--- src/edcr_pkg.sv ---
`timescale 1ns / 1ps
// ----------------------------------------------------------------------------
// edcr_pkg: shared types and constants for the debug command responder
// Holds the beat structs, result codes and the job record that the front end
// hands to the back end.
// ----------------------------------------------------------------------------
package edcr_pkg;

  typedef struct packed {
    logic        opcode;
    logic [7:0]  frame_byte;
    logic        end_of_frame;
    logic [15:0] read_data;
  } in_beat_t;

  typedef struct packed {
    logic [1:0]  kind;
    logic [5:0]  tx_offset;
    logic [7:0]  tx_byte;
    logic [15:0] debug_addr;
    logic [15:0] debug_data;
    logic        last;
  } out_beat_t;

  localparam logic [1:0] KIND_WRITE  = 2'd0;
  localparam logic [1:0] KIND_READ   = 2'd1;
  localparam logic [1:0] KIND_BYTE   = 2'd2;
  localparam logic [1:0] KIND_COMMIT = 2'd3;

  localparam logic [7:0] SUB_WRITE       = 8'h06;
  localparam logic [7:0] SUB_READ        = 8'h07;
  localparam logic [7:0] SUB_WRITE_REPLY = 8'h08;
  localparam logic [7:0] BCAST_BYTE      = 8'hff;
  localparam logic [7:0] HDR_LEN_BYTE    = 8'd60;
  localparam logic [7:0] REPLY_LEN       = 8'd4;
  localparam logic [5:0] MIN_LAST_POS    = 6'd27;

  localparam logic [2:0] REG_MAC_A     = 3'd0;
  localparam logic [2:0] REG_MAC_B     = 3'd1;
  localparam logic [2:0] REG_MATCH_ET  = 3'd2;
  localparam logic [2:0] REG_REPLY_ET  = 3'd3;
  localparam logic [2:0] REG_REQ_CLASS = 3'd4;
  localparam logic [2:0] REG_REP_CLASS = 3'd5;

  typedef enum logic [1:0] {
    VERDICT_NONE  = 2'd0,
    VERDICT_A     = 2'd1,
    VERDICT_B     = 2'd2,
    VERDICT_BCAST = 2'd3
  } verdict_t;

  // One unit of work for the back end.
  typedef struct packed {
    logic        do_write;
    logic        do_read;
    logic        do_reply;
    logic [47:0] src_mac;
    logic [7:0]  subtype;
    logic [15:0] seq;
    logic [15:0] addr;
    logic [15:0] data;
  } job_t;

  typedef enum logic [1:0] {
    BE_IDLE  = 2'd0,
    BE_CMD   = 2'd1,
    BE_REPLY = 2'd2
  } be_state_t;

endpackage

--- src/eth_debug_command_responder.sv ---
`timescale 1ns / 1ps
// ----------------------------------------------------------------------------
// eth_debug_command_responder: Ethernet debug command responder
// Parses received frames, runs debug writes and reads, and writes reply
// frames into the transmit buffer as offset/byte beats.
// ----------------------------------------------------------------------------
// Channel   Direction  Handshake          Payload
// in_*      input      in_valid/in_stall  edcr_pkg::in_beat_t
// out_*     output     out_valid/out_stall edcr_pkg::out_beat_t
// cfg_*     input      cfg_we             cfg_index, cfg_data
//
// The parser takes one input beat every cycle while the job queue has room.
// A command is one output beat; a reply is min(TX_INFO_BYTES, 8) header beats,
// 24 field byte beats and a commit beat, one beat a cycle through the executor
// unless out_stall holds it. Each job passes the executor's idle state before
// its first beat. The four-deep job queue absorbs out_stall before in_stall
// rises. Synchronous reset clears control and parser state, sets cfg defaults.
// ----------------------------------------------------------------------------
module eth_debug_command_responder #(
  parameter int TX_INFO_BYTES = 8
) (
  input  logic                clk,
  input  logic                rst_n,
  input  logic                in_valid,
  output logic                in_stall,
  input  edcr_pkg::in_beat_t  in_data,
  output logic                out_valid,
  input  logic                out_stall,
  output edcr_pkg::out_beat_t out_data,
  input  logic                cfg_we,
  input  logic [2:0]          cfg_index,
  input  logic [47:0]         cfg_data
);
  import edcr_pkg::*;

  logic [47:0] mac_a_r, mac_b_r;
  logic [15:0] match_et_r, reply_et_r;
  logic [7:0]  req_class_r, rep_class_r;

  always_ff @(posedge clk) begin
    if (!rst_n) begin
      mac_a_r <= '0; mac_b_r <= '0;
      match_et_r <= 16'd2063; reply_et_r <= 16'd2063;
      req_class_r <= 8'd4; rep_class_r <= 8'd132;
    end else if (cfg_we) begin
      case (cfg_index)
        REG_MAC_A:     mac_a_r <= cfg_data;
        REG_MAC_B:     mac_b_r <= cfg_data;
        REG_MATCH_ET:  match_et_r <= cfg_data[15:0];
        REG_REPLY_ET:  reply_et_r <= cfg_data[15:0];
        REG_REQ_CLASS: req_class_r <= cfg_data[7:0];
        REG_REP_CLASS: rep_class_r <= cfg_data[7:0];
        default: ;
      endcase
    end
  end

  logic q_wr, q_full, q_valid, q_take;
  job_t q_in, q_out;

  edcr_front u_front (
    .clk, .rst_n, .in_valid, .in_stall, .in_data,
    .mac_a(mac_a_r), .mac_b(mac_b_r), .match_et(match_et_r),
    .req_class(req_class_r),
    .job_valid(q_wr), .job(q_in), .job_full(q_full)
  );

  edcr_queue #(.DEPTH_LOG2(2)) u_queue (
    .clk, .rst_n, .wr_en(q_wr), .wr_job(q_in), .full(q_full),
    .rd_valid(q_valid), .rd_job(q_out), .rd_en(q_take)
  );

  edcr_back #(.TX_INFO_BYTES(TX_INFO_BYTES)) u_back (
    .clk, .rst_n, .job_valid(q_valid), .job(q_out), .job_take(q_take),
    .mac_a(mac_a_r), .reply_et(reply_et_r), .rep_class(rep_class_r),
    .out_valid, .out_stall, .out_data
  );

  a_hold: assert property (@(posedge clk) disable iff (!rst_n)
    (out_valid && out_stall) |=> (out_valid && $stable(out_data)))
    else $error("stalled output changed");
  a_commit_last: assert property (@(posedge clk) disable iff (!rst_n)
    (out_valid && out_data.kind == KIND_COMMIT) |-> out_data.last)
    else $error("commit without last");
  a_read_last: assert property (@(posedge clk) disable iff (!rst_n)
    (out_valid && out_data.kind == KIND_READ) |-> out_data.last)
    else $error("read request not last");

endmodule

--- src/edcr_front.sv ---
`timescale 1ns / 1ps
// ----------------------------------------------------------------------------
// edcr_front: frame parser
// Walks the received bytes, decides the address verdict, captures the fields
// and emits one job per command or read return.
// ----------------------------------------------------------------------------
module edcr_front (
  input  logic               clk,
  input  logic               rst_n,
  input  logic               in_valid,
  output logic               in_stall,
  input  edcr_pkg::in_beat_t in_data,
  input  logic [47:0]        mac_a,
  input  logic [47:0]        mac_b,
  input  logic [15:0]        match_et,
  input  logic [7:0]         req_class,
  output logic               job_valid,
  output edcr_pkg::job_t     job,
  input  logic               job_full
);
  import edcr_pkg::*;

  logic [5:0]  pos_r;
  verdict_t    verdict_r;
  logic [47:0] src_r;
  logic [15:0] ftype_r, mtype_r, seq_r, addr_r, data_r;
  logic        await_r;

  logic [5:0]  pos_nxt;
  verdict_t    verdict_nxt;
  logic [47:0] src_nxt;
  logic [15:0] ftype_nxt, mtype_nxt, seq_nxt, addr_nxt, data_nxt;
  logic        await_nxt;
  logic        acc;
  logic [7:0]  b, want;
  logic [2:0]  bi;

  assign in_stall = job_full;
  assign acc = in_valid && !job_full;
  assign b = in_data.frame_byte;
  assign bi = 3'(pos_r);

  always_comb begin
    case (verdict_r)
      VERDICT_A: want = mac_a[8*(5-bi) +: 8];
      VERDICT_B: want = mac_b[8*(5-bi) +: 8];
      default:   want = BCAST_BYTE;
    endcase
  end

  always_comb begin
    pos_nxt = pos_r; verdict_nxt = verdict_r; src_nxt = src_r;
    ftype_nxt = ftype_r; mtype_nxt = mtype_r; seq_nxt = seq_r;
    addr_nxt = addr_r; data_nxt = data_r; await_nxt = await_r;
    job_valid = 1'b0;
    job = '0;
    if (acc) begin
      if (in_data.opcode) begin
        if (await_r) begin
          await_nxt = 1'b0;
          job_valid = 1'b1;
          job.do_reply = 1'b1;
          job.src_mac = src_r; job.subtype = mtype_r[7:0]; job.seq = seq_r;
          job.addr = addr_r; job.data = in_data.read_data;
        end
      end else if (!await_r) begin
        if (pos_r == 6'd0) begin
          if (b == mac_a[47:40]) verdict_nxt = VERDICT_A;
          else if (b == mac_b[47:40]) verdict_nxt = VERDICT_B;
          else if (b == BCAST_BYTE) verdict_nxt = VERDICT_BCAST;
          else verdict_nxt = VERDICT_NONE;
        end else if (pos_r < 6'd6) begin
          if (b != want) verdict_nxt = VERDICT_NONE;
        end else if (pos_r < 6'd12) src_nxt = {src_r[39:0], b};
        else if (pos_r < 6'd14) ftype_nxt = {ftype_r[7:0], b};
        else if (pos_r == 6'd18) mtype_nxt[7:0] = b;
        else if (pos_r == 6'd19) mtype_nxt[15:8] = b;
        else if (pos_r == 6'd20) seq_nxt[7:0] = b;
        else if (pos_r == 6'd21) seq_nxt[15:8] = b;
        else if (pos_r == 6'd24) addr_nxt[7:0] = b;
        else if (pos_r == 6'd25) addr_nxt[15:8] = b;
        else if (pos_r == 6'd26) data_nxt[7:0] = b;
        else if (pos_r == 6'd27) data_nxt[15:8] = b;
        pos_nxt = (pos_r == 6'd63) ? pos_r : pos_r + 6'd1;
        if (in_data.end_of_frame) begin
          // The checks see the updated fields, as the last byte may be one.
          if (pos_r >= MIN_LAST_POS && verdict_nxt != VERDICT_NONE
              && ftype_nxt == match_et && mtype_nxt[15:8] == req_class) begin
            job.src_mac = src_nxt; job.subtype = mtype_nxt[7:0];
            job.seq = seq_nxt; job.addr = addr_nxt; job.data = data_nxt;
            if (mtype_nxt[7:0] == SUB_WRITE) begin
              job_valid = 1'b1; job.do_write = 1'b1;
            end else if (mtype_nxt[7:0] == SUB_WRITE_REPLY) begin
              job_valid = 1'b1; job.do_write = 1'b1; job.do_reply = 1'b1;
            end else if (mtype_nxt[7:0] == SUB_READ) begin
              job_valid = 1'b1; job.do_read = 1'b1; await_nxt = 1'b1;
            end
          end
          pos_nxt = '0;
          verdict_nxt = VERDICT_NONE;
        end
      end
    end
  end

  always_ff @(posedge clk) begin
    if (!rst_n) begin
      pos_r <= '0; verdict_r <= VERDICT_NONE; src_r <= '0; ftype_r <= '0;
      mtype_r <= '0; seq_r <= '0; addr_r <= '0; data_r <= '0; await_r <= 1'b0;
    end else begin
      pos_r <= pos_nxt; verdict_r <= verdict_nxt; src_r <= src_nxt;
      ftype_r <= ftype_nxt; mtype_r <= mtype_nxt; seq_r <= seq_nxt;
      addr_r <= addr_nxt; data_r <= data_nxt; await_r <= await_nxt;
    end
  end

  a_stall_full: assert property (@(posedge clk) disable iff (!rst_n)
    job_full |-> in_stall) else $error("front accepted while queue full");
  a_read_arms: assert property (@(posedge clk) disable iff (!rst_n)
    (job_valid && job.do_read) |=> await_r) else $error("read not armed");
  a_one_op: assert property (@(posedge clk) disable iff (!rst_n)
    job_valid |-> !(job.do_read && job.do_write)) else $error("bad job");

endmodule

--- src/edcr_queue.sv ---
`timescale 1ns / 1ps
// ----------------------------------------------------------------------------
// edcr_queue: job queue
// Small FIFO that lets the parser run on while the back end stalls.
// ----------------------------------------------------------------------------
module edcr_queue #(
  parameter int DEPTH_LOG2 = 2
) (
  input  logic           clk,
  input  logic           rst_n,
  input  logic           wr_en,
  input  edcr_pkg::job_t wr_job,
  output logic           full,
  output logic           rd_valid,
  output edcr_pkg::job_t rd_job,
  input  logic           rd_en
);
  import edcr_pkg::*;

  localparam int DEPTH = 1 << DEPTH_LOG2;

  job_t mem_r [DEPTH];
  logic [DEPTH_LOG2:0] wp_r, rp_r;
  logic [DEPTH_LOG2:0] count;

  assign count = wp_r - rp_r;
  assign full = count == (DEPTH_LOG2+1)'(DEPTH);
  assign rd_valid = count != '0;
  assign rd_job = mem_r[rp_r[DEPTH_LOG2-1:0]];

  always_ff @(posedge clk) begin
    if (wr_en) mem_r[wp_r[DEPTH_LOG2-1:0]] <= wr_job;
  end

  always_ff @(posedge clk) begin
    if (!rst_n) begin
      wp_r <= '0; rp_r <= '0;
    end else begin
      if (wr_en) wp_r <= wp_r + 1'b1;
      if (rd_en && rd_valid) rp_r <= rp_r + 1'b1;
    end
  end

  a_no_over: assert property (@(posedge clk) disable iff (!rst_n)
    full |-> !wr_en) else $error("queue overflow");
  a_no_under: assert property (@(posedge clk) disable iff (!rst_n)
    rd_en |-> rd_valid) else $error("queue underflow");
  a_count: assert property (@(posedge clk) disable iff (!rst_n)
    count <= (DEPTH_LOG2+1)'(DEPTH)) else $error("queue count");

endmodule

--- src/edcr_back.sv ---
`timescale 1ns / 1ps
// ----------------------------------------------------------------------------
// edcr_back: command executor
// Emits a job's debug write or read request, if any; for a reply job it then
// steps through the reply bytes one beat a cycle while unstalled, then commits.
// ----------------------------------------------------------------------------
module edcr_back #(
  parameter int TX_INFO_BYTES = 8
) (
  input  logic                clk,
  input  logic                rst_n,
  input  logic                job_valid,
  input  edcr_pkg::job_t      job,
  output logic                job_take,
  input  logic [47:0]         mac_a,
  input  logic [15:0]         reply_et,
  input  logic [7:0]          rep_class,
  output logic                out_valid,
  input  logic                out_stall,
  output edcr_pkg::out_beat_t out_data
);
  import edcr_pkg::*;

  localparam int HDR = (TX_INFO_BYTES < 8) ? TX_INFO_BYTES : 8;
  localparam int NREP = HDR + 25;
  localparam int IW = 6;

  be_state_t   state_r, state_nxt;
  logic [IW-1:0] idx_r, idx_nxt;
  logic        fire;
  logic [5:0]  off;
  logic [7:0]  byt;
  int          k;

  assign fire = out_valid && !out_stall;

  // Reply entry idx_r: header, then 24 fixed entries, then the commit.
  always_comb begin
    k = int'(idx_r) - HDR;
    off = '0; byt = '0;
    if (int'(idx_r) < HDR) begin
      off = 6'(idx_r);
      byt = (idx_r < IW'(2)) ? HDR_LEN_BYTE : 8'd0;
    end else begin
      case (k)
        0, 1, 2, 3, 4, 5: begin
          off = 6'(TX_INFO_BYTES + k); byt = job.src_mac[8*(5-k) +: 8];
        end
        6, 7, 8, 9, 10, 11: begin
          off = 6'(TX_INFO_BYTES + k); byt = mac_a[8*(11-k) +: 8];
        end
        12: begin off = 6'(TX_INFO_BYTES + 12); byt = reply_et[15:8]; end
        13: begin off = 6'(TX_INFO_BYTES + 13); byt = reply_et[7:0]; end
        14: begin off = 6'(TX_INFO_BYTES + 18); byt = job.subtype; end
        15: begin off = 6'(TX_INFO_BYTES + 19); byt = rep_class; end
        16: begin off = 6'(TX_INFO_BYTES + 20); byt = job.seq[7:0]; end
        17: begin off = 6'(TX_INFO_BYTES + 21); byt = job.seq[15:8]; end
        18: begin off = 6'(TX_INFO_BYTES + 22); byt = REPLY_LEN; end
        19: begin off = 6'(TX_INFO_BYTES + 23); byt = 8'd0; end
        20: begin off = 6'(TX_INFO_BYTES + 24); byt = job.addr[7:0]; end
        21: begin off = 6'(TX_INFO_BYTES + 25); byt = job.addr[15:8]; end
        22: begin off = 6'(TX_INFO_BYTES + 26); byt = job.data[7:0]; end
        23: begin off = 6'(TX_INFO_BYTES + 27); byt = job.data[15:8]; end
        default: begin off = '0; byt = '0; end
      endcase
    end
  end

  always_comb begin
    state_nxt = state_r; idx_nxt = idx_r;
    out_valid = 1'b0; out_data = '0; job_take = 1'b0;
    case (state_r)
      BE_IDLE: begin
        if (job_valid) begin
          idx_nxt = '0;
          state_nxt = (job.do_write || job.do_read) ? BE_CMD : BE_REPLY;
        end
      end
      BE_CMD: begin
        out_valid = 1'b1;
        out_data.kind = job.do_read ? KIND_READ : KIND_WRITE;
        out_data.debug_addr = job.addr;
        out_data.debug_data = job.do_read ? 16'd0 : job.data;
        out_data.last = !job.do_reply;
        if (fire) begin
          if (job.do_reply) state_nxt = BE_REPLY;
          else begin state_nxt = BE_IDLE; job_take = 1'b1; end
        end
      end
      BE_REPLY: begin
        out_valid = 1'b1;
        if (int'(idx_r) == NREP - 1) begin
          out_data.kind = KIND_COMMIT;
          out_data.last = 1'b1;
        end else begin
          out_data.kind = KIND_BYTE;
          out_data.tx_offset = off;
          out_data.tx_byte = byt;
        end
        if (fire) begin
          if (int'(idx_r) == NREP - 1) begin
            state_nxt = BE_IDLE; job_take = 1'b1;
          end else idx_nxt = idx_r + 1'b1;
        end
      end
      default: state_nxt = BE_IDLE;
    endcase
  end

  always_ff @(posedge clk) begin
    if (!rst_n) begin
      state_r <= BE_IDLE; idx_r <= '0;
    end else begin
      state_r <= state_nxt; idx_r <= idx_nxt;
    end
  end

  a_take_done: assert property (@(posedge clk) disable iff (!rst_n)
    job_take |-> (fire && out_data.last)) else $error("job retired early");
  a_idx_range: assert property (@(posedge clk) disable iff (!rst_n)
    int'(idx_r) < NREP) else $error("reply index overrun");
  a_busy_job: assert property (@(posedge clk) disable iff (!rst_n)
    state_r != BE_IDLE |-> job_valid) else $error("executing without job");

endmodule
--- config.mk ---
export PLATFORM = sky130hd
export DESIGN_NAME = eth_debug_command_responder
export DESIGN_NICKNAME = d
export VERILOG_FILES = /design/src/edcr_pkg.sv /design/src/eth_debug_command_responder.sv /design/src/edcr_front.sv /design/src/edcr_queue.sv /design/src/edcr_back.sv
export SDC_FILE = /design/constraint.sdc
export NUM_CORES = 1
export LEC_CHECK = 0
export BUFFER_PORTS_ARGS = -buffer_cell sky130_fd_sc_hd__clkbuf_2
export CELL_PAD_IN_SITES_DETAIL_PLACEMENT = 1
export CELL_PAD_IN_SITES_GLOBAL_PLACEMENT = 1
export CORE_ASPECT_RATIO = 1.4
export CORE_MARGIN = 5
export CORE_UTILIZATION = 25
export DETAILED_ROUTE_END_ITERATION = 12
export GPL_TIMING_DRIVEN = 0
export HOLD_SLACK_MARGIN = 0.02
export PLACE_DENSITY_LB_ADDON = 0.1
export SETUP_SLACK_MARGIN = 0.05
export SLEW_MARGIN = 25
export SYNTH_ARGS = -nofsm -noshare
export SYNTH_HDL_FRONTEND = slang
export SYNTH_SLANG_ARGS = --single-unit
--- constraint.sdc ---
create_clock -name clk -period 11.66 [get_ports clk]
set_input_delay 0.583 -clock clk [delete_from_list [all_inputs] [get_ports clk]]
set_output_delay 0.583 -clock clk [all_outputs]
set_load 0.02 [all_outputs]
==> results.txt, run 1 <==
The flow ran to the end, and the final reports show no timing, DRC or antenna violations. The reg-to-reg setup timing slack is 5.11 ns. The per-cell via count in the routed design is 4.95. The via count of the first global-routing pass is 24,800. The aggregate negative setup slack is 0 ns. The commonest cells after synthesis are sky130_fd_sc_hd__nand2_1, sky130_fd_sc_hd__edfxtp_1, sky130_fd_sc_hd__a21oi_1, sky130_fd_sc_hd__dfxtp_1, sky130_fd_sc_hd__nor2_1. Sorting the synthesized cells by area gives the leading types as sky130_fd_sc_hd__edfxtp_1, sky130_fd_sc_hd__dfxtp_1, sky130_fd_sc_hd__mux4_2, sky130_fd_sc_hd__nand2_1, sky130_fd_sc_hd__a21oi_1. The iteration-0 DRC count of the detailed router is 1,476. After global routing the overflow that remains totals 0. Global routing used 19.5% of the available tracks. The overall die area came out at 0.135 mm². The mapped cell area is 0.0320 mm². The clock latency at the later pin of the worst-skew pair is 0.69 ns. The setup-violating endpoint count in the final report is 0. The number of nets in the synthesized netlist came out at 2,905. The number of antenna violations at the first check in global routing is 10. In this run the tool buffered the top-level ports with 123 buffer cells. The remaining max-slew budget at the tightest pin came out at 18.7%. The time the worst path needs with I/O delays and setup came out at 6.55 ns. The critical path endpoint category is a flip-flop. At the end of the flow, the number of nets in the layout was 3,140. The critical path in this run is classified as reg -> reg.

Among all flip-flop cells after synthesis, the most frequent one is sky130_fd_sc_hd__edfxtp_1. The number of sinks handled by clock tree synthesis is 725. sky130_fd_sc_hd__nand2_1 is the most common cell in the netlist.

The clock slew at the register clock pins of the worst setup and hold paths came out at 0.06 ns. The fmax came out at 0.153 GHz. The count of mapped cells out of synthesis is 2,791. The fraction of the mapped netlist area in simple logic gates is 14.4%. For this design, the slowest cell found on the critical path is sky130_fd_sc_hd__clkbuf_1. The area growth from synthesis to layout is 19.2%. The post-synthesis compound-gate area fraction came out at 10.1%. Dividing the detail-routed wire length by the instance count gives 28.3 µm. Across all hold checks on the routed design, the worst slack comes to 0.121 ns. Setup repair after global routing left no endpoint under its margin. The count of standard-cell rows is 155. By area, the combinational part of the netlist is dominated by simple AND/OR/NAND/NOR gates. The number of gates resized after CTS was 0.

The power per unit of standard cell area came out at 149 mW/mm². Across the VDD grid, the largest voltage drop is 0.000103 V. The number of distinct library cells after synthesis is 81.

The async set or reset register ratio after synthesis came out at 0%. Detailed routing placed a total of 5440 µm of wire on met3. The floorplan step set the die height to 433 µm.

The library cell with the largest summed area after synthesis is sky130_fd_sc_hd__edfxtp_1. Of the total synthesized cell area, the portion taken by full adders, half adders and majority gates is 1.25%. The top-level port count came out at 133.

The longest individual stage delay on the worst path came out at 0.63 ns. In this run the standard cell core region covers 0.127 mm². The global placement routability congestion is 0.877. The post-synthesis mux area share is 11.7%.

The width of the die came out at 312 µm. The largest clock skew in the final design came out at 0.0430 ns. The TritonCTS clock tree is yes. The wire length on met2 is 68,500 µm.

The final cycle utilization of the critical path came out at 56.2%. The leakage power came out at 11.4 nW. The deepest level of the CTS H-tree came out at 3. The first global-routing pass estimated 190,000 µm of wire. Once detailed placement completed, the half-perimeter wirelength came to 104,000 µm.

The count of nets left with antenna violations once routing finished came out at 0. The largest fanout of any net on the critical path is 18. The critical path goes through clkbuf_1 > clkbuf_1 > inv_1 > ha_1 > buf_2 > nor2b_1 > buf_2 > nand2_1 > a311oi_1 > o2111a_1 > nand4b_1 > nor4_2 > nor2_1 > nor2b_4 > buf_16 > buf_16 > buf_12 > buf_8 > buf_16. The pin count of the biggest net entering global routing is 19. The count of endpoints failing hold in the final timing report was 0. The endpoint arrival time on the critical path came out at 6.92 ns. The fraction of final layout cells sized beyond drive strength 1 is 15.9%. The number of iterations in the first detailed-routing pass came out at 5. The number of synthesized register bits came out at 725. The most frequent cell on the critical path is sky130_fd_sc_hd__buf_16. STA classifies the critical path startpoint as a flip-flop. The hold path depth came out at 3. The cell depth of the worst setup path is 19. The effective utilization at floorplan came out at 25.1%. The final layout contains routed wiring with a total length of 134,000 µm. CTS placed an instance of sky130_fd_sc_hd__clkbuf_16 at the clock tree root. No sink is reached through more buffers than the 3 on the longest clock path. The post-CTS setup buffer count is 0. The count of flip-flops with a built-in enable after synthesis came out at 428. The number of buffers inserted for hold repair after clock tree synthesis is 0. The number of buffers created by CTS is 80. The post-synthesis xor/xnor area fraction is 0.739%. The average size of a mapped cell is 11.5 µm². Counting cells, the worst reg-to-reg path comes to 19.

Across the run, the number of max-cap violations was 0. The class of the most critical hold timing path is in -> reg. The portion of synthesized cell area occupied by the leading cell type came out at 40.1%. The kind of cell with the highest combined delay along the critical path is buffers and inverters. The number of design rule violations left after detail routing came out at 0. Yosys printed 0 warnings. The total buffers and inverters traversed by the critical path came out at 10.

The highest signal layer in the routed design is met5. The data required time at the worst endpoint came out at 12.03 ns. The met1 routed wirelength after detailed routing came out at 56,400 µm. The share of synthesized area occupied by flip-flops and latches is 58.7%. The final count of pins violating max slew is 0. The slew at the pin closest to its max-slew limit is 1.21 ns. The vias after detailed routing is 23,500.
==> registers in the layout (all words and copies together), names as in the netlist, 48 cells and up, named ones only <==
signal,cells
u_queue.mem_r,428
u_front.src_r,48
mac_a_r,48
mac_b_r,48
==> placed cells by master, fill, tap and decap left out, types with 14 or more instances in the layout <==
| cell type | n |
|---|---|
| sky130_fd_sc_hd__dfxtp_1 | 297 |
| sky130_fd_sc_hd__nand2b_1 | 18 |
| sky130_fd_sc_hd__mux2i_1 | 69 |
| sky130_fd_sc_hd__nor2_1 | 158 |
| sky130_fd_sc_hd__mux4_2 | 134 |
| sky130_fd_sc_hd__nor3_1 | 19 |
| sky130_fd_sc_hd__and2_1 | 111 |
| sky130_fd_sc_hd__clkbuf_16 | 80 |
| sky130_fd_sc_hd__a21oi_1 | 297 |
| sky130_fd_sc_hd__clkbuf_2 | 138 |
| sky130_fd_sc_hd__nand2_1 | 550 |
| sky130_fd_sc_hd__o21ai_0 | 64 |
| sky130_fd_sc_hd__nand4_1 | 21 |
| sky130_fd_sc_hd__nor2b_1 | 20 |
| sky130_fd_sc_hd__nand3_1 | 41 |
| sky130_fd_sc_hd__o22ai_1 | 29 |
| sky130_fd_sc_hd__xor2_1 | 23 |
| sky130_fd_sc_hd__a22oi_1 | 33 |
| sky130_fd_sc_hd__clkinv_2 | 14 |
| sky130_fd_sc_hd__edfxtp_1 | 428 |
| sky130_fd_sc_hd__ha_1 | 32 |
| sky130_fd_sc_hd__inv_1 | 52 |
| sky130_fd_sc_hd__a211oi_1 | 14 |
| sky130_fd_sc_hd__buf_2 | 25 |
| sky130_fd_sc_hd__clkbuf_1 | 154 |
==> per-stage QoR <==
step | cells | cell area, µm² | power (W) | worst slack [ns] | util, %
2_1_floorplan | 2791 | 32000 | 0.00293 | 3.19 | -
3_3_place_gp | 4562 | 34700 | 0.00308 | -3.77 | 27.2
3_5_place_dp | 4592 | 35400 | 0.00309 | 4.98 | 27.8
4_1_cts | 4739 | 38100 | 0.00579 | 4.92 | 29.9
5_1_grt | 4739 | 38200 | 0.00590 | 4.59 | 29.9
6_report | 4743 | 38200 | 0.00570 | 5.11 | 29.9
==> power breakdown <==
group          leakage, nW  internal [W]  switching (W)  total (W)
logic                 4.68     0.0000883       0.000233   0.000321
clock network         1.33       0.00155        0.00112    0.00267
registers             5.35       0.00270      0.0000166    0.00271
total                 11.4       0.00433        0.00137    0.00570
==> worst register-to-register path, cell delays in order (launching register included) <==
cell,delay (ns)
sky130_fd_sc_hd__dfxtp_1,0.36
sky130_fd_sc_hd__clkbuf_1,0.61
sky130_fd_sc_hd__clkbuf_1,0.63
sky130_fd_sc_hd__inv_1,0.34
sky130_fd_sc_hd__ha_1,0.29
sky130_fd_sc_hd__buf_2,0.21
sky130_fd_sc_hd__nor2b_1,0.27
sky130_fd_sc_hd__buf_2,0.31
sky130_fd_sc_hd__nand2_1,0.11
sky130_fd_sc_hd__a311oi_1,0.38
sky130_fd_sc_hd__o2111a_1,0.24
sky130_fd_sc_hd__nand4b_1,0.23
sky130_fd_sc_hd__nor4_2,0.55
sky130_fd_sc_hd__nor2_1,0.31
sky130_fd_sc_hd__nor2b_4,0.39
sky130_fd_sc_hd__buf_16,0.22
sky130_fd_sc_hd__buf_16,0.19
sky130_fd_sc_hd__buf_12,0.21
sky130_fd_sc_hd__buf_8,0.19
sky130_fd_sc_hd__buf_16,0.18
==> cells by family (layout without fill, tap and decap cells) <==
logic type                 count (synthesis)  count (layout)
and+or+nand+nor                         1016            1016
xor gates and xnor gates                  27              27
other                                      0               4
adders and majority gates                 32              32
buffers and inverters                    242             542
muxes                                    207             207
AOI/OAI and AO/OA                        542             542
DFF                                      725             725
==> per-layer routing <==
layer	track usage (%)	vias up
li1	-	10700
met1	24.0	12100
met2	35.4	515
met3	2.97	156
met4	5.84	4
met5	0	-
==> layout make-up <==
class	instances	area (µm²)
Clock inverter	41	577
Timing Repair Buffer	153	1260
Sequential cell	725	18800
Clock buffer	106	2160
Fill cell	14000	89300
Buffer	186	788
Antenna cell	4	10.0
Multi-Input combinational cell	1824	12300
Inverter	56	210
Tap cell	1648	2060
==> final timing paths <==
kind / start / endpoint
worst max-delay path: u_front.pos_r[0]$_SDFFE_PN0P_ / u_queue.mem_r[2][56]$_DFFE_PP_
worst min-delay path: cfg_data[23] / mac_b_r[23]$_SDFFE_PN0P_
worst max register to register: u_front.pos_r[0]$_SDFFE_PN0P_ / u_queue.mem_r[2][56]$_DFFE_PP_
worst min register to register: mac_b_r[23]$_SDFFE_PN0P_ / mac_b_r[23]$_SDFFE_PN0P_
No activity file was read; power rests on OpenSTA's default activity.
==> inputs of run 2 (changes only) <==
--- a/config.mk
+++ b/config.mk
@@ -5,6 +5,7 @@
 export SDC_FILE = /design/constraint.sdc
 export NUM_CORES = 1
 export LEC_CHECK = 0
+export ABC_AREA = 1
 export BUFFER_PORTS_ARGS = -buffer_cell sky130_fd_sc_hd__clkbuf_2
 export CELL_PAD_IN_SITES_DETAIL_PLACEMENT = 1
 export CELL_PAD_IN_SITES_GLOBAL_PLACEMENT = 1
==> constraint.sdc (replaced) <==
create_clock -name clk -period 6.6 [get_ports clk]
set_input_delay 0.33 -clock clk [delete_from_list [all_inputs] [get_ports clk]]
set_output_delay 0.33 -clock clk [all_outputs]
set_load 0.02 [all_outputs]
==> run 2 against run 1 <==
  * Final cell count rose by 27%
  * Sequential power rose by 83%
  * Clock power up 75%
==> results.txt, run 2 <==
The flow ran to the end, and the final reports show no timing, DRC or antenna violations. The overall die area is 0.141 mm². For the finished layout, the period the worst path requires is 6.38 ns. The floorplan step set the die height to 443 µm.

Adding up every negative setup slack in the final design gives 0 ns. The wire length reported by the detailed router is 168,000 µm. The maximum resistive drop on vdd is 0.000166 V. The power per unit of standard cell area came out at 277 mW/mm². The mapped cell area came out at 0.0335 mm².

The worst setup path is captured at an output pin. The width of the die is 319 µm. From synthesis to final layout, the design area changed by 20.3%. Once layout is done, the placed cells without fillers occupy 0.0403 mm². The count of standard-cell rows came out at 159. The pre-CTS setup slack is 0.307 ns. For this run, the share of the core covered by cells in the final layout is 30.1%.

The clock passes through at most 3 buffers. The final standard cell count with taps included and fillers excluded is 6,012. The final count of pins violating max slew came out at 0. The number of antenna violations at the first check in global routing is 6. The clock tree synthesis step divided the H-tree into 3 levels. The most instantiated flip-flop cell in the synthesis netlist is sky130_fd_sc_hd__edfxtp_1. The largest fanout of any net on the critical path came out at 11. The total area inside the core boundary comes to 0.134 mm². The largest clock skew in the final design came out at 0.0278 ns. The count of endpoints failing hold in the final timing report was 0. The total overflow reported by the global router came out at 0. The cell count after placement came out at 5,821. The number of flip-flops under the largest register name is 428. The number of max-capacitance violations reported is 0. The initial utilization of the core area, before any placement, comes to 25.1%. The tree is rooted in a sky130_fd_sc_hd__clkbuf_16.

The iteration-0 DRC count of the detailed router came out at 2,017. The share of synthesized area occupied by flip-flops and latches is 56.1%. The via count of the first global-routing pass is 30,900. The clock latency at the later pin of the worst-skew pair is 0.69 ns. The async set or reset register ratio after synthesis is 0%.

By startpoint and endpoint, the worst setup path is classified as reg -> out. The global placement routability congestion is 0.875. The number of synthesis warnings came out at 0. The count of mapped cells out of synthesis came out at 3,896. In the post-route analysis, the smallest setup slack over all paths is 0.224 ns. Averaged over all synthesized cells, the footprint is 8.60 µm². 133 I/O pins were placed. The number of iterations in the first detailed-routing pass came out at 5. In this run the static leakage power is 14.8 nW. The number of design rule violations left after detail routing is 0. Setup repair after global routing left no endpoint under its margin. TritonCTS built the clock tree.

Setup violations remaining at the end of the flow were counted as 0. The detail route stage leaves a number of antenna-violating nets equal to 0. The clock net in this run drives a total of 725 sinks. The total placed instance area is 0.0372 mm².

The net count of the finished layout is 4,288. The fraction of final layout cells sized beyond drive strength 1 is 8.43%. Clock-pin slew was measured on the worst setup and hold paths at 0.07 ns. Using the TritonRoute via totals, the vias-per-cell ratio works out to 5.00.

The portion of synthesized cell area occupied by the leading cell type is 38.4%. After legalization and detailed placement, the total HPWL measured 131,000 µm. The worst pin sits at a relative slew slack of 17.5%. The number of buffers created by CTS is 80. The number of I/O port buffers is 124. The worst setup path is launched from a flip-flop. The fmax is 0.157 GHz. The global-route wire length before repair came out at 235,000 µm. Global routing used 23.1% of the available tracks.

After synthesis, the netlist uses 53 different library cells. The number of nets in the synthesized netlist came out at 4,010. The library cell with the largest summed area after synthesis is sky130_fd_sc_hd__edfxtp_1. After layout, the worst path uses 96.6% of the clock period. The worst hold path belongs to the class in -> reg.

Ranked by instance count, the synthesized netlist is headed by sky130_fd_sc_hd__nand2_1, sky130_fd_sc_hd__o21ai_0, sky130_fd_sc_hd__nor2_1. The pin count of the biggest net entering global routing came out at 20. The data required time at the worst endpoint is 6.27 ns. The most frequent standard cell in the layout excluding fill and tap cells is sky130_fd_sc_hd__nand2_1. The top cell types in the final layout, fill and taps aside, are sky130_fd_sc_hd__nand2_1, sky130_fd_sc_hd__o21ai_0, sky130_fd_sc_hd__nor2_1. The number of synthesized register bits is 725. The wire length per cell after detailed routing is 28.0 µm. The routed layout has 30,000 vias. The slew at the pin closest to its max-slew limit is 1.22 ns. The count of flip-flops with a built-in enable after synthesis came out at 428. The most frequently used cell type in the post-synthesis netlist is sky130_fd_sc_hd__nand2_1.

In the post-synthesis netlist, the biggest area contributors are sky130_fd_sc_hd__edfxtp_1, sky130_fd_sc_hd__dfxtp_1, sky130_fd_sc_hd__nand2_1, sky130_fd_sc_hd__o21ai_0, sky130_fd_sc_hd__nor2_1. The endpoint arrival time on the critical path came out at 6.05 ns.
-- run 2: cell types whose count changed after synthesis, sizes merged, moves of 27 or more --
cell / previous run / this run
mux4: 134 / 0
nand2: 551 / 771
nor2: 160 / 500
o221ai: 5 / 32
a21oi: 297 / 350
o21ai: 68 / 570
mux2i: 69 / 0
a22oi: 33 / 5
inv: 53 / 276
o22ai: 29 / 63
and2: 111 / 0
nand3: 41 / 131
clkbuf: 148 / 215
-- run 2: final cells by class --
cell class | instances | area (µm²)
flip-flops and latches | 725 | 18800
plain buffers | 257 | 1100
clock inverters | 27 | 347
diodes | 5 | 12.5
repair buffers | 197 | 1800
clock buffers | 117 | 2280
fillers | 15800 | 93400
multi-input cells | 2632 | 12700
inverters | 281 | 1050
well taps | 1771 | 2220
-- run 2: through the flow --
step | total power, W | hold WS (ns)
2_1_floorplan | 0.00577 | 0.427
3_3_place_gp | 0.00657 | 0.440
3_5_place_dp | 0.00659 | 0.445
4_1_cts | 0.0113 | 0.0206
5_1_grt | 0.0116 | 0.0573
6_report | 0.0112 | 0.0691
-- run 2: path summary, 6_finish.rpt --
kind / from / to / slack [ns] / cells after the start
max: u_back.idx_r[0]$_SDFFE_PN0P_ / out_data[39] / 0.22 / 13
min: cfg_data[3] / req_class_r[3]$_SDFFE_PN0P_ / 0.07 / 3
max reg2reg: u_front.pos_r[0]$_SDFFE_PN0P_ / u_queue.mem_r[3][35]$_DFFE_PP_ / 0.41 / 22
min reg2reg: u_front.mtype_r[14]$_SDFFE_PN0P_ / u_front.mtype_r[14]$_SDFFE_PN0P_ / 0.45 / 2
-- run 2: timing repair --
| action | in CTS | in global routing |
|---|---|---|
| hold buffers | 43 | 0 |
| pin swaps | 0 | 0 |
| gates resized for setup | 2 | 2 |
| endpoints found under the setup margin | 2 | 2 |
| buffers inserted | 0 | 0 |
| endpoints found under the hold margin | 97 | 0 |
-- run 2: routing by layer --
| layer | track usage (%) | vias to the layer above | wire, µm |
|---|---|---|---|
| li1 | - | 13900 | - |
| met1 | 28.2 | 15200 | 70000 |
| met5 | 0 | - | 0 |
| met2 | 42.3 | 697 | 86400 |
| met3 | 2.55 | 198 | 6270 |
| met4 | 7.59 | 0 | 5740 |
-- run 2: cell families after synthesis --
kind of cell               synth area share, %
xor gates and xnor gates                 0.811
DFF                                       56.1
and+or+nand+nor                           17.3
AOI/OAI and AO/OA                         18.2
buffers and inverters                     6.38
adders and majority gates                 1.20
-- run 2: critical path, stage by stage, from the launching register on --
cell	delay [ns]
sky130_fd_sc_hd__dfxtp_1	0.34
sky130_fd_sc_hd__clkbuf_1	0.30
sky130_fd_sc_hd__inv_1	0.67
sky130_fd_sc_hd__clkbuf_2	0.50
sky130_fd_sc_hd__ha_1	0.44
sky130_fd_sc_hd__inv_1	0.10
sky130_fd_sc_hd__nor3_2	0.62
sky130_fd_sc_hd__inv_1	0.34
sky130_fd_sc_hd__a221oi_2	0.60
sky130_fd_sc_hd__a21oi_1	0.08
sky130_fd_sc_hd__nand3_1	0.21
sky130_fd_sc_hd__a21oi_1	0.08
sky130_fd_sc_hd__a2111oi_2	0.74
sky130_fd_sc_hd__clkbuf_2	0.31
-- run 2: report_power, final --
part	internal, W	switching [W]
logic	0.000369	0.00119
registers	0.00487	0.0000796
clock network	0.00265	0.00202
